$ cat src/rtl/wbm_fifo.sv
module wbm_fifo #(
  parameter int unsigned DW    = 8,
  parameter int unsigned DEPTH = 4
) (
  input  logic          clk_i,
  input  logic          rst_ni,
  input  logic          push_i,
  input  logic [DW-1:0] data_i,
  output logic          full_o,
  input  logic          pop_i,
  output logic          empty_o,
  output logic [DW-1:0] data_o
);

  localparam int unsigned PW = (DEPTH > 1) ? $clog2(DEPTH) : 1;

  logic [DW-1:0]  mem_q [DEPTH];
  logic [PW-1:0]  wp_q, rp_q;
  logic [PW:0]    cnt_q;

  assign full_o  = (cnt_q == (PW+1)'(DEPTH));
  assign empty_o = (cnt_q == '0);
  assign data_o  = mem_q[rp_q];

  always_ff @(posedge clk_i) begin
    if (push_i) mem_q[wp_q] <= data_i;
  end

  // pointers wrap at the queue depth
  always_ff @(posedge clk_i or negedge rst_ni) begin
    if (!rst_ni) begin
      wp_q  <= '0;
      rp_q  <= '0;
      cnt_q <= '0;
    end else begin
      if (push_i) wp_q <= (32'(wp_q) == DEPTH - 1) ? '0 : wp_q + PW'(1);
      if (pop_i)  rp_q <= (32'(rp_q) == DEPTH - 1) ? '0 : rp_q + PW'(1);
      if (push_i && !pop_i) cnt_q <= cnt_q + (PW+1)'(1);
      else if (pop_i && !push_i) cnt_q <= cnt_q - (PW+1)'(1);
    end
  end

endmodule

$ cat config.mk
export PLATFORM = sky130hd
export DESIGN_NAME = wbm_fifo
export DESIGN_NICKNAME = d
export VERILOG_FILES = /design/src/rtl/wbm_fifo.sv
export SDC_FILE = /design/constraint.sdc
export NUM_CORES = 1
export LEC_CHECK = 0
export BUFFER_PORTS_ARGS = -buffer_cell sky130_fd_sc_hd__buf_2
export CORE_ASPECT_RATIO = 0.8
export CORE_MARGIN = 1.5
export CORE_UTILIZATION = 55
export DETAILED_ROUTE_END_ITERATION = 10
export HOLD_SLACK_MARGIN = 0.15
export PLACE_DENSITY = 0.81
export SYNTH_ARGS = -nofsm -noshare
export SYNTH_HDL_FRONTEND = slang
export SYNTH_SLANG_ARGS = --single-unit
$ cat constraint.sdc
create_clock -name clk_i -period 3 [get_ports clk_i]
set_clock_uncertainty 0.05 [all_clocks]
set_input_delay 0.3 -clock clk_i [delete_from_list [all_inputs] [get_ports clk_i]]
set_output_delay 0.3 -clock clk_i [all_outputs]
set_load 0.005 [all_outputs]
==> reports/summary.txt <==
final number of setup-violating endpoints -> 0
RR Startpoint -> rp_q[0]
placed insts -> 136
WP data arrival -> 1.84 ns
H-tree depth -> 2
clk sink count -> 39
R2R Path End -> rp_q[1]
Hold EP -> wp_q[1]
Ports -> 22
worst min path class -> input pin to flip-flop
Port Buffers -> 21
number of remaining DRC errors -> 0
# diodes -> 0
Pins Over Slew Limit -> 0
r2r setup slk -> 1.48 ns
Die Span X -> 62.74 µm
cells on worst reg2reg path -> 2
Worst IR Drop VDD -> 0.6222 mV
RSZ-0062 raised after global routing -> no
vias in the first global route -> 869
layout cells sized above 1 -> 0.3478
hold path cells -> 2
WL/cell -> 16.40 µm
grt ovf -> 0
first-pass GRT wire length -> 4015 µm
clk slew on worst S/H paths -> 0.11 ns
CTS tree -> yes
Synth top area share -> 0.6120
Final TNS setup -> 0 ns
Worst-Margin Slew -> 0.6183 ns
Bufs on Longest Clock Path -> 2
synthesized instance count -> 79
Yosys top cell by area -> edfxtp_1
top cells by count, synth -> edfxtp_1 (32), mux4_2 (8), dfrtp_1 (7), ha_1 (6), inv_1 (5)
Crit Path Class -> flip-flop to output port
core area -> 0.002744 mm²
syn_area_per_cell -> 19.88 µm²
Final ANT Viol Nets -> 0
post-synthesis net count -> 98
Pre-antenna DRT Iters -> 3
Post-synth EDFFs -> 32
Initial Utilization -> 0.5723
DR iter-0 viols -> 34
asr flop ratio synth -> 0.1795
hold path startpoint -> push_i
post-CTS setup buffer count -> 0
sequential share of the synthesized area -> 0.7235
cts bufs inserted -> 5
Die ar. -> 0.003187 mm²
Root Buffer -> clkbuf_4
P&R area growth vs syn -> 19.60%
CP max FO -> 11
Area contributors post-synth -> edfxtp_1 (61%), mux4_2 (11%), dfrtp_1 (11%), ha_1 (4.8%), mux2_2 (2.2%)
endpoints failing hold -> 0
Filler cells -> 178
Warnings, synthesis -> 0
initial antenna violation count -> 0
drt total wl -> 2509 µm
Pwr per Cell Area -> 850.9 mW/mm²
via count -> 788
top-count cell post-synth -> edfxtp_1
period utilisation layout -> 0.7305
Total GRT Usage -> 0.1871
delay of the slowest critical-path stage -> 0.75 ns
routed vias/inst -> 5.150
Tmin final -> 2.192 ns
WP data required -> 2.65 ns
fmax -> 456.3 MHz
Finished Core Util -> 0.6845
FP Rows -> 17
Clk Latency, worst-skew pair -> 0.35 ns
final net count -> 133
slowest cell on the critical path -> dfrtp_1
register bit total from synthesis -> 39
largest net degree at the start of global routing -> 14
max_cap viols -> 0
Cell variety after synth -> 18
Max-Slew Margin vs Limit -> 0.5878
Resized Gates After CTS -> 0
Post-DP HPWL -> 1633 µm
Critical Path Start Type -> flip-flop
Die Height -> 50.79 µm
run status -> finished clean
Mapped Area -> 0.001570 mm²
crit end category -> output port
Synth Flop Type -> edfxtp_1
leakage power -> 0.0007155 µW
Final Non-Filler Cells -> 153
RD Place Congestion -> 0.6493
crit-path cells -> mux4_2 -> buf_2
hold buffers post-CTS -> 9
## final cells by class
class,instances,area [µm²],share of cell area
clock buffers,5,37.54,0.01999
clock inverters,3,43.79,0.02332
inverters,5,18.77,0.009993
multi-input cells,33,399.1,0.2125
flip-flops and latches,39,1136,0.6049
well taps,38,47.55,0.02532
repair buffers,30,195.2,0.1039
## per-stage QoR
step	cell area [µm²]	total power (µW)	worst slack [ns]	hold WS, ns
final	1878	1598	0.8084	0.1856
after global routing	1878	1692	0.6992	0.1813
after CTS	1878	1622	0.7552	0.1680
after detailed placement	1707	1260	1.161	0.09416
after global placement	1707	1217	1.223	0.08681
after floorplan	1570	1105	1.585	-0.04559
## where the power goes
part	internal (µW)	total, µW	switching [µW]
logic	249	421	171
registers	711	830	119
clock network	175	347	172
total	1140	1600	462
## flip-flops by register name, indices dropped and copies added, names as in the netlist
| register | count |
|---|---|
| rp_q | 2 |
| wp_q | 2 |
| mem_q | 32 |
| cnt_q | 3 |
## routing by layer
layer | global-route usage | vias to the layer above | share of wire
met5 | 0 | - | 0
met4 | 0.1333 | 0 | 0.033
met3 | 0.04709 | 7 | 0.030
met2 | 0.3280 | 16 | 0.53
met1 | 0.2013 | 395 | 0.41
li1 | - | 370 | -
## logic make-up (layout without fill, tap and decap cells)
| family | Yosys count | after routing | synth area share |
|---|---|---|---|
| xor+xnor | 3 | 3 | 0.01674 |
| flops | 39 | 39 | 0.7235 |
| simple gates | 10 | 10 | 0.03426 |
| fa+ha+maj | 7 | 7 | 0.06056 |
| mux | 11 | 11 | 0.1363 |
| buf+inv | 7 | 43 | 0.02231 |
| compound gates | 2 | 2 | 0.006375 |
## worst max path at each step
| stage | startpoint | to | slack, ns | cells after the start |
|---|---|---|---|---|
| floorplan | pop_i | cnt_q[2] | 1.58 | 7 |
| global placement | rp_q[0] | data_o[4] | 1.22 | 2 |
| detailed placement | rp_q[0] | data_o[7] | 1.16 | 2 |
| CTS | rp_q[0] | data_o[7] | 0.76 | 2 |
| global route | rp_q[0] | data_o[7] | 0.70 | 2 |
| finish | rp_q[0] | data_o[7] | 0.81 | 2 |
## worst max-delay path, delay by kind of cell (launching register included)
| kind | cells | cell delay (ns) |
|---|---|---|
| multiplexers | 1 | 0.60 |
| flip-flops | 1 | 0.75 |
| buffers and inverters | 1 | 0.14 |
## placed cells by master, fill, tap and decap left out
cell | synthesis | final
nand2_1 | 1 | 1
xnor2_1 | 1 | 1
ha_1 | 6 | 6
and2_1 | 4 | 4
inv_1 | 5 | 5
dfrtp_1 | 7 | 7
xor2_1 | 2 | 2
edfxtp_1 | 32 | 32
o21ai_0 | 2 | 2
clkinv_2 | 0 | 1
clkinv_4 | 0 | 1
fa_1 | 1 | 1
dlygate4sd3_1 | 0 | 9
clkbuf_4 | 0 | 5
bufinv_16 | 0 | 1
mux2_2 | 3 | 3
nand3_1 | 1 | 1
buf_2 | 1 | 21
mux4_2 | 8 | 8
nor3_1 | 1 | 1
nor2_1 | 2 | 2
nor3b_1 | 1 | 1
No activity file was read; power rests on OpenSTA's default activity.
