<file path="src/rtl/wbm_pkg.sv">
package wbm_pkg;

  // configuration register indexes
  localparam int unsigned CfgIdxW = 2;
  localparam logic [CfgIdxW-1:0] CFG_IMAGE_WIDTH  = 2'd0;
  localparam logic [CfgIdxW-1:0] CFG_IMAGE_HEIGHT = 2'd1;
  localparam int unsigned CfgDataW = 9;
  localparam logic [CfgDataW-1:0] CFG_DIM_RESET = 9'd256;

  // input item opcodes
  localparam logic OP_WRITE = 1'b0;
  localparam logic OP_QUERY = 1'b1;

  // command kinds between front and back
  typedef enum logic [1:0] {
    CMD_WRITE = 2'd0,
    CMD_QUERY = 2'd1,
    CMD_ERROR = 2'd2
  } cmd_kind_e;

  typedef struct packed {
    logic       op;
    logic [15:0] pixel_index;
    logic [7:0] in_red;
    logic [7:0] in_green;
    logic [7:0] in_blue;
    logic [3:0] window_size;
  } in_word_t;

  typedef struct packed {
    logic [7:0] avg_red;
    logic [7:0] avg_green;
    logic [7:0] avg_blue;
    logic [7:0] valid_count;
    logic       status;
  } out_word_t;

endpackage

</file>
<file path="src/rtl/wbm_front.sv">
module wbm_front import wbm_pkg::*; #(
  parameter int unsigned MAX_WIDTH  = 256,
  parameter int unsigned MAX_HEIGHT = 256,
  parameter int unsigned MAX_WINDOW = 15
) (
  input  logic                clk_i,
  input  logic                rst_ni,
  input  logic                cfg_we_i,
  input  logic [CfgIdxW-1:0]  cfg_idx_i,
  input  logic [CfgDataW-1:0] cfg_data_i,
  input  logic                in_valid_i,
  output logic                in_ready_o,
  input  in_word_t            in_data_i,
  input  logic                cmd_full_i,
  output logic                cmd_push_o,
  output logic [2+((MAX_WIDTH*MAX_HEIGHT > 1) ? $clog2(MAX_WIDTH*MAX_HEIGHT) : 1)+24
                + 2*$clog2(MAX_HEIGHT+1) + 2*$clog2(MAX_WIDTH+1)
                + $clog2(MAX_WINDOW+1)-1:0] cmd_o
);

  localparam int unsigned Depth = MAX_WIDTH * MAX_HEIGHT;
  localparam int unsigned AW = (Depth > 1) ? $clog2(Depth) : 1;
  localparam int unsigned HW = $clog2(MAX_HEIGHT + 1);
  localparam int unsigned WW = $clog2(MAX_WIDTH + 1);
  localparam int unsigned SW = $clog2(MAX_WINDOW + 1);

  typedef struct packed {
    cmd_kind_e       kind;
    logic [AW-1:0]   addr;
    logic [23:0]     pix;
    logic [HW-1:0]   row;
    logic [WW-1:0]   col;
    logic [SW-1:0]   s;
    logic [WW-1:0]   w;
    logic [HW-1:0]   h;
  } cmd_t;

  typedef enum logic [1:0] {F_IDLE, F_DIV, F_PUSH} fstate_e;

  fstate_e       state_q;
  logic [CfgDataW-1:0] cfg_w_q, cfg_h_q;
  cmd_t          cmd_q;
  logic [15:0]   quo_q;
  logic [WW-1:0] rem_q;
  logic [3:0]    step_q;

  logic [WW-1:0] w_sat;
  logic [HW-1:0] h_sat;
  logic [SW-1:0] s_sat;
  logic [31:0]   area;
  logic [WW:0]   trial;
  logic          ge;
  logic [WW-1:0] rem_d;
  logic [15:0]   quo_d;

  // saturate dimensions and window side
  always_comb begin
    if (cfg_w_q == '0) w_sat = WW'(1);
    else if (32'(cfg_w_q) > MAX_WIDTH) w_sat = WW'(MAX_WIDTH);
    else w_sat = WW'(cfg_w_q);
    if (cfg_h_q == '0) h_sat = HW'(1);
    else if (32'(cfg_h_q) > MAX_HEIGHT) h_sat = HW'(MAX_HEIGHT);
    else h_sat = HW'(cfg_h_q);
    if (in_data_i.window_size == '0) s_sat = SW'(1);
    else if (32'(in_data_i.window_size) > MAX_WINDOW) s_sat = SW'(MAX_WINDOW);
    else s_sat = SW'(in_data_i.window_size);
    area = 32'(w_sat) * 32'(h_sat);
  end

  // one restoring step of index / width
  always_comb begin
    trial = {rem_q, quo_q[15]};
    ge    = trial >= {1'b0, cmd_q.w};
    rem_d = ge ? WW'(trial - {1'b0, cmd_q.w}) : WW'(trial);
    quo_d = {quo_q[14:0], ge};
  end

  assign in_ready_o = (state_q == F_IDLE);
  assign cmd_push_o = (state_q == F_PUSH) && !cmd_full_i;
  assign cmd_o      = cmd_q;

  always_ff @(posedge clk_i or negedge rst_ni) begin
    if (!rst_ni) begin
      state_q <= F_IDLE;
      cfg_w_q <= CFG_DIM_RESET;
      cfg_h_q <= CFG_DIM_RESET;
    end else begin
      if (cfg_we_i) begin
        unique case (cfg_idx_i)
          CFG_IMAGE_WIDTH:  cfg_w_q <= cfg_data_i;
          CFG_IMAGE_HEIGHT: cfg_h_q <= cfg_data_i;
          default: ;
        endcase
      end
      unique case (state_q)
        F_IDLE: begin
          if (in_valid_i) begin
            cmd_q.addr <= AW'(in_data_i.pixel_index);
            cmd_q.pix  <= {in_data_i.in_red, in_data_i.in_green, in_data_i.in_blue};
            cmd_q.s    <= s_sat;
            cmd_q.w    <= w_sat;
            cmd_q.h    <= h_sat;
            quo_q      <= in_data_i.pixel_index;
            rem_q      <= '0;
            step_q     <= '0;
            if (in_data_i.op == OP_WRITE) begin
              // writes past the store are dropped here
              cmd_q.kind <= CMD_WRITE;
              if (33'(in_data_i.pixel_index) < 33'(Depth)) state_q <= F_PUSH;
            end else if (32'(in_data_i.pixel_index) >= area) begin
              cmd_q.kind <= CMD_ERROR;
              state_q    <= F_PUSH;
            end else begin
              cmd_q.kind <= CMD_QUERY;
              state_q    <= F_DIV;
            end
          end
        end
        F_DIV: begin
          quo_q  <= quo_d;
          rem_q  <= rem_d;
          step_q <= step_q + 4'd1;
          if (step_q == 4'd15) begin
            cmd_q.row <= HW'(quo_d);
            cmd_q.col <= rem_d;
            state_q   <= F_PUSH;
          end
        end
        F_PUSH: begin
          if (!cmd_full_i) state_q <= F_IDLE;
        end
        default: state_q <= F_IDLE;
      endcase
    end
  end

endmodule

</file>
<file path="config.mk">
export PLATFORM = sky130hd
export DESIGN_NAME = wbm_front
export DESIGN_NICKNAME = d
export VERILOG_FILES = /design/src/rtl/wbm_pkg.sv /design/src/rtl/wbm_front.sv
export SDC_FILE = /design/constraint.sdc
export NUM_CORES = 1
export LEC_CHECK = 0
export BUFFER_PORTS_ARGS = -buffer_cell sky130_fd_sc_hd__buf_2
export CAP_MARGIN = 0
export CORE_ASPECT_RATIO = 1.1
export CORE_UTILIZATION = 51
export DETAILED_ROUTE_END_ITERATION = 6
export GPL_ROUTABILITY_DRIVEN = 0
export PLACE_DENSITY = 0.82
export REMOVE_ABC_BUFFERS = 1
export SKIP_LAST_GASP = 1
export SYNTH_ARGS = -nofsm -noshare
export SYNTH_HDL_FRONTEND = slang
export SYNTH_SLANG_ARGS = --single-unit
</file>
<file path="constraint.sdc">
create_clock -name clk_i -period 6.4 [get_ports clk_i]
set_input_delay 0.32 -clock clk_i [delete_from_list [all_inputs] [get_ports clk_i]]
set_output_delay 0.32 -clock clk_i [all_outputs]
set_load 0.005 [all_outputs]
</file>
==> metrics.log <==
INFO  metric status = finished clean
INFO  metric critical_path_class = reg2reg
INFO  metric synth_area = 8090 sq um
INFO  metric fmaxAchievable = 161 MHz
INFO  metric drt_first_pass_iters = 5
INFO  metric grt_pass1_wl = 27800 um
INFO  metric detailroute.via_count = 5758
INFO  metric netlist_top_cells_area = sky130_fd_sc_hd__edfxtp_1 41%, sky130_fd_sc_hd__fa_1 13%, sky130_fd_sc_hd__ha_1 9.9%
INFO  metric worst_ep_required_time = 6.59 ns
INFO  metric num_io_pins = 145
INFO  metric grt_pass1_vias = 5797
INFO  metric final_layout_size_suffix_gt1_share = 29.5%
INFO  metric ys_async_sr_fraction = 15.3%
INFO  metric grtUsageTotal = 22.5%
INFO  metric synth_simple_gate_area_share = 13.0%
INFO  metric ant_nets = 0
INFO  metric synthXorXnorAreaFrac = 2.17%
INFO  metric synth_warnings = 0
INFO  metric antenna_cells_inserted = 0
INFO  metric detailedRoute.firstIterationViolations = 320
INFO  metric critPathMaxFanout = 4
INFO  metric synthesis.instances = 717
INFO  metric crit_slowest_cell = sky130_fd_sc_hd__or4_4
INFO  metric number_of_flops_mapped_to_enable_cells_by_yosys = 111
INFO  metric floorplan.initialDensity = 52.9%
INFO  metric totalWireLength = 17600 um
INFO  metric synth_sequential_area_ratio = 47.4%
INFO  metric htree_levels = 4
INFO  metric globalRouteOverflowTotal = 0
INFO  metric area_growth = 22.2%
INFO  metric hold_viol_final = 0
INFO  metric route.detailed.wl_per_inst = 16.1 um
INFO  metric power-per-cell-area = 360 nW/um^2
INFO  metric layout.cells.most_common = sky130_fd_sc_hd__buf_2
INFO  metric yosys.area.top_type_share = 41.2%
INFO  metric cts-root-to-sink-buffers = 2
INFO  metric finalClockSkew = 0.00702 ns
INFO  metric max_stage_delay = 0.55 ns
INFO  metric port_buffers = 144
INFO  metric fin_crit = 6.21 ns
INFO  metric multi_input_comb_area = 3880 sq um
INFO  metric die_area = 16400 sq um
INFO  metric cts_root_buf = sky130_fd_sc_hd__clkbuf_16
INFO  metric critPathLaunchType = register
INFO  metric post_synth_mux_area_share = 3.34%
INFO  metric setup_slack = 0.192 ns
INFO  metric placement_rows = 47
INFO  metric clock_sinks = 131
INFO  metric crit_top_cell = sky130_fd_sc_hd__fa_1
INFO  metric min_path_type = in2reg
INFO  metric die-height = 134 um
INFO  metric grt_max_degree = 52
INFO  metric main_combinational_cell_family_by_area_after_synthesis = adder cells
INFO  metric antenna_found_initial = 0
INFO  metric cts_inserted_buffers = 17
INFO  metric maximum_capacitance_violations = 0
INFO  metric drv_slew = 0
INFO  metric max_slew.worst_pin.slew = 0.861 ns
INFO  metric yosysUniqueCellTypes = 52
INFO  metric final_worst_path_period_share = 97.0%
INFO  metric path_clk_slew = 0.06 ns
INFO  metric vdd_ir_drop_max = 0.220 mV
INFO  metric final_cells = 1098
INFO  metric total_leakage_power = 4.56 nW
INFO  metric post_drt_via_cell_ratio = 5.24
INFO  metric design.final.nets = 1065
INFO  metric final_cell_mix = 144 x sky130_fd_sc_hd__buf_2, 111 x sky130_fd_sc_hd__inv_1, 111 x sky130_fd_sc_hd__edfxtp_1
INFO  metric place_hpwl = 13400 um
INFO  metric synth-compound-area-share = 5.38%
INFO  metric synth.avg_cell_area = 11.3 sq um
INFO  metric postSynthRegisterBits = 131
INFO  metric worst_skew_late_latency = 0.42 ns
INFO  metric place.detailed.instances = 1059
INFO  metric layout.area.seq = 3840 sq um
INFO  metric synth-adder-area-share = 22.5%
INFO  metric worst_slew_margin_rel = 42.6%
INFO  metric synthDominantAreaCellType = sky130_fd_sc_hd__edfxtp_1
INFO  metric timing.critical_path.to_type = register
INFO  metric cp.arrival = 6.39 ns
INFO  metric fillerInstances = 1190
INFO  metric die_span_x = 122 um
INFO  metric drc = 0
INFO  metric post-place-ws = -0.0882 ns
INFO  metric synth-main-ff-cell = sky130_fd_sc_hd__edfxtp_1
INFO  metric setup_viol = 0
INFO  metric tritoncts = done
INFO  metric core = 15300 sq um
-- registers in the layout, summed over array words and instances (netlist names) --
register	cells
step_q	4
cfg_h_q	9
cfg_w_q	9
cmd_o	82
rem_q	9
quo_q	16
state_q	2
-- synthesized netlist by cell type, types with 3 or more instances --
cell type and number:
sky130_fd_sc_hd__a211oi_1 5, sky130_fd_sc_hd__a21o_1 4, sky130_fd_sc_hd__a21oi_1 20, sky130_fd_sc_hd__a31oi_1 3, sky130_fd_sc_hd__and2_1 22, sky130_fd_sc_hd__and3_1 4, sky130_fd_sc_hd__clkbuf_1 16, sky130_fd_sc_hd__dfrtp_1 18
sky130_fd_sc_hd__edfxtp_1 111, sky130_fd_sc_hd__fa_1 51, sky130_fd_sc_hd__ha_1 64, sky130_fd_sc_hd__inv_1 113, sky130_fd_sc_hd__mux2_2 24, sky130_fd_sc_hd__nand2_1 94, sky130_fd_sc_hd__nand2b_1 14, sky130_fd_sc_hd__nand3_1 6
sky130_fd_sc_hd__nor2_1 53, sky130_fd_sc_hd__nor2b_1 5, sky130_fd_sc_hd__nor3_1 13, sky130_fd_sc_hd__nor3b_1 3, sky130_fd_sc_hd__nor4_1 3, sky130_fd_sc_hd__o21ai_0 13, sky130_fd_sc_hd__o21ai_1 3, sky130_fd_sc_hd__xnor2_1 13
sky130_fd_sc_hd__xor2_1 7
-- worst paths after layout --
check / cells past startpoint / start / slack (ns) / end
worst max-delay path: 27 / cfg_w_q[4]$_DFFE_PN0P_ / 0.19 / cmd_o[80]$_SDFFCE_PN0P_
min in group asynchronous: 2 / rst_ni / 0.42 / cfg_h_q[4]$_DFFE_PN0P_
worst max register to register: 27 / cfg_w_q[4]$_DFFE_PN0P_ / 0.19 / cmd_o[80]$_SDFFCE_PN0P_
worst min register to register: 0 / quo_q[3]$_DFFE_PP_ / 0.45 / cmd_o[35]$_DFFE_PP_
worst min-delay path: 1 / in_data_i[15] / 0.07 / cmd_o[51]$_DFFE_PP_
max in group asynchronous: 2 / rst_ni / 5.59 / cfg_h_q[1]$_DFFE_PN0P_
-- area by class of cell --
class                      count  area share [%]
clock inverter                14            1.38
clock buffer                  18            4.34
tap                          196            2.48
sequential                   131            38.9
timing repair buffer         170            9.29
inverter                     115            4.37
multi-input combinational    454            39.3
-- critical path: cells and delay by family, from the launching register on --
family                   cells  cell delay (ns)
AO/OA/AOI/OAI                6             0.69
XOR/XNOR                     1             0.14
adder cells (fa/ha/maj)      6             2.65
buffers and inverters        5             0.37
flip-flops                   1             0.40
AND/OR/NAND/NOR              9             1.71
-- per-stage QoR --
stage / total power, mW / setup TNS, ns / area, sq um / hold WS, ns / util (%)
2_1_floorplan: 2.11 / 0 / 8030 / 0.0244 / -
3_3_place_gp: 2.48 / 0 / 9140 / 0.331 / 59.8
3_5_place_dp: 2.53 / -0.132 / 9140 / 0.339 / 59.8
4_1_cts: 3.49 / 0 / 9740 / 0.0524 / 63.7
5_1_grt: 3.80 / -0.0636 / 9880 / 0.0510 / 64.6
6_report: 3.55 / 0 / 9880 / 0.0663 / 64.6
-- report_power, final --
group	total [mW]	switching, mW	internal (mW)
clock network	0.929	0.362	0.568
registers	1.18	0.0745	1.11
logic	1.44	0.833	0.610
-- what timing repair did --
item | CTS | global route
hold buffers | 1 | 0
gates cloned | 0 | 0
pin swaps | 5 | 15
hold endpoints to repair | 18 | 0
buffers inserted | 0 | 6
resized for setup | 3 | 36
setup endpoints to repair | 4 | 4
-- logic make-up (layout without fill, tap and decap cells) --
group / Yosys count / count (layout)
adder cells (fa/ha/maj): 115 / 115
AND/OR/NAND/NOR: 228 / 228
flip-flops: 131 / 131
multiplexers: 24 / 24
buffers and inverters: 132 / 317
XOR/XNOR: 20 / 20
AO/OA/AOI/OAI: 67 / 67
-- metal layers --
metal	up-vias	routed length, um	global-route usage [%]	share of wire (%)
met1	2771	6930	26.0	39
li1	2731	-	-	-
met2	210	9010	39.2	51
met4	0	429	9.08	2.4
met5	-	0	0	0
met3	46	1280	6.25	7.2
No activity file was read; power rests on OpenSTA's default activity.
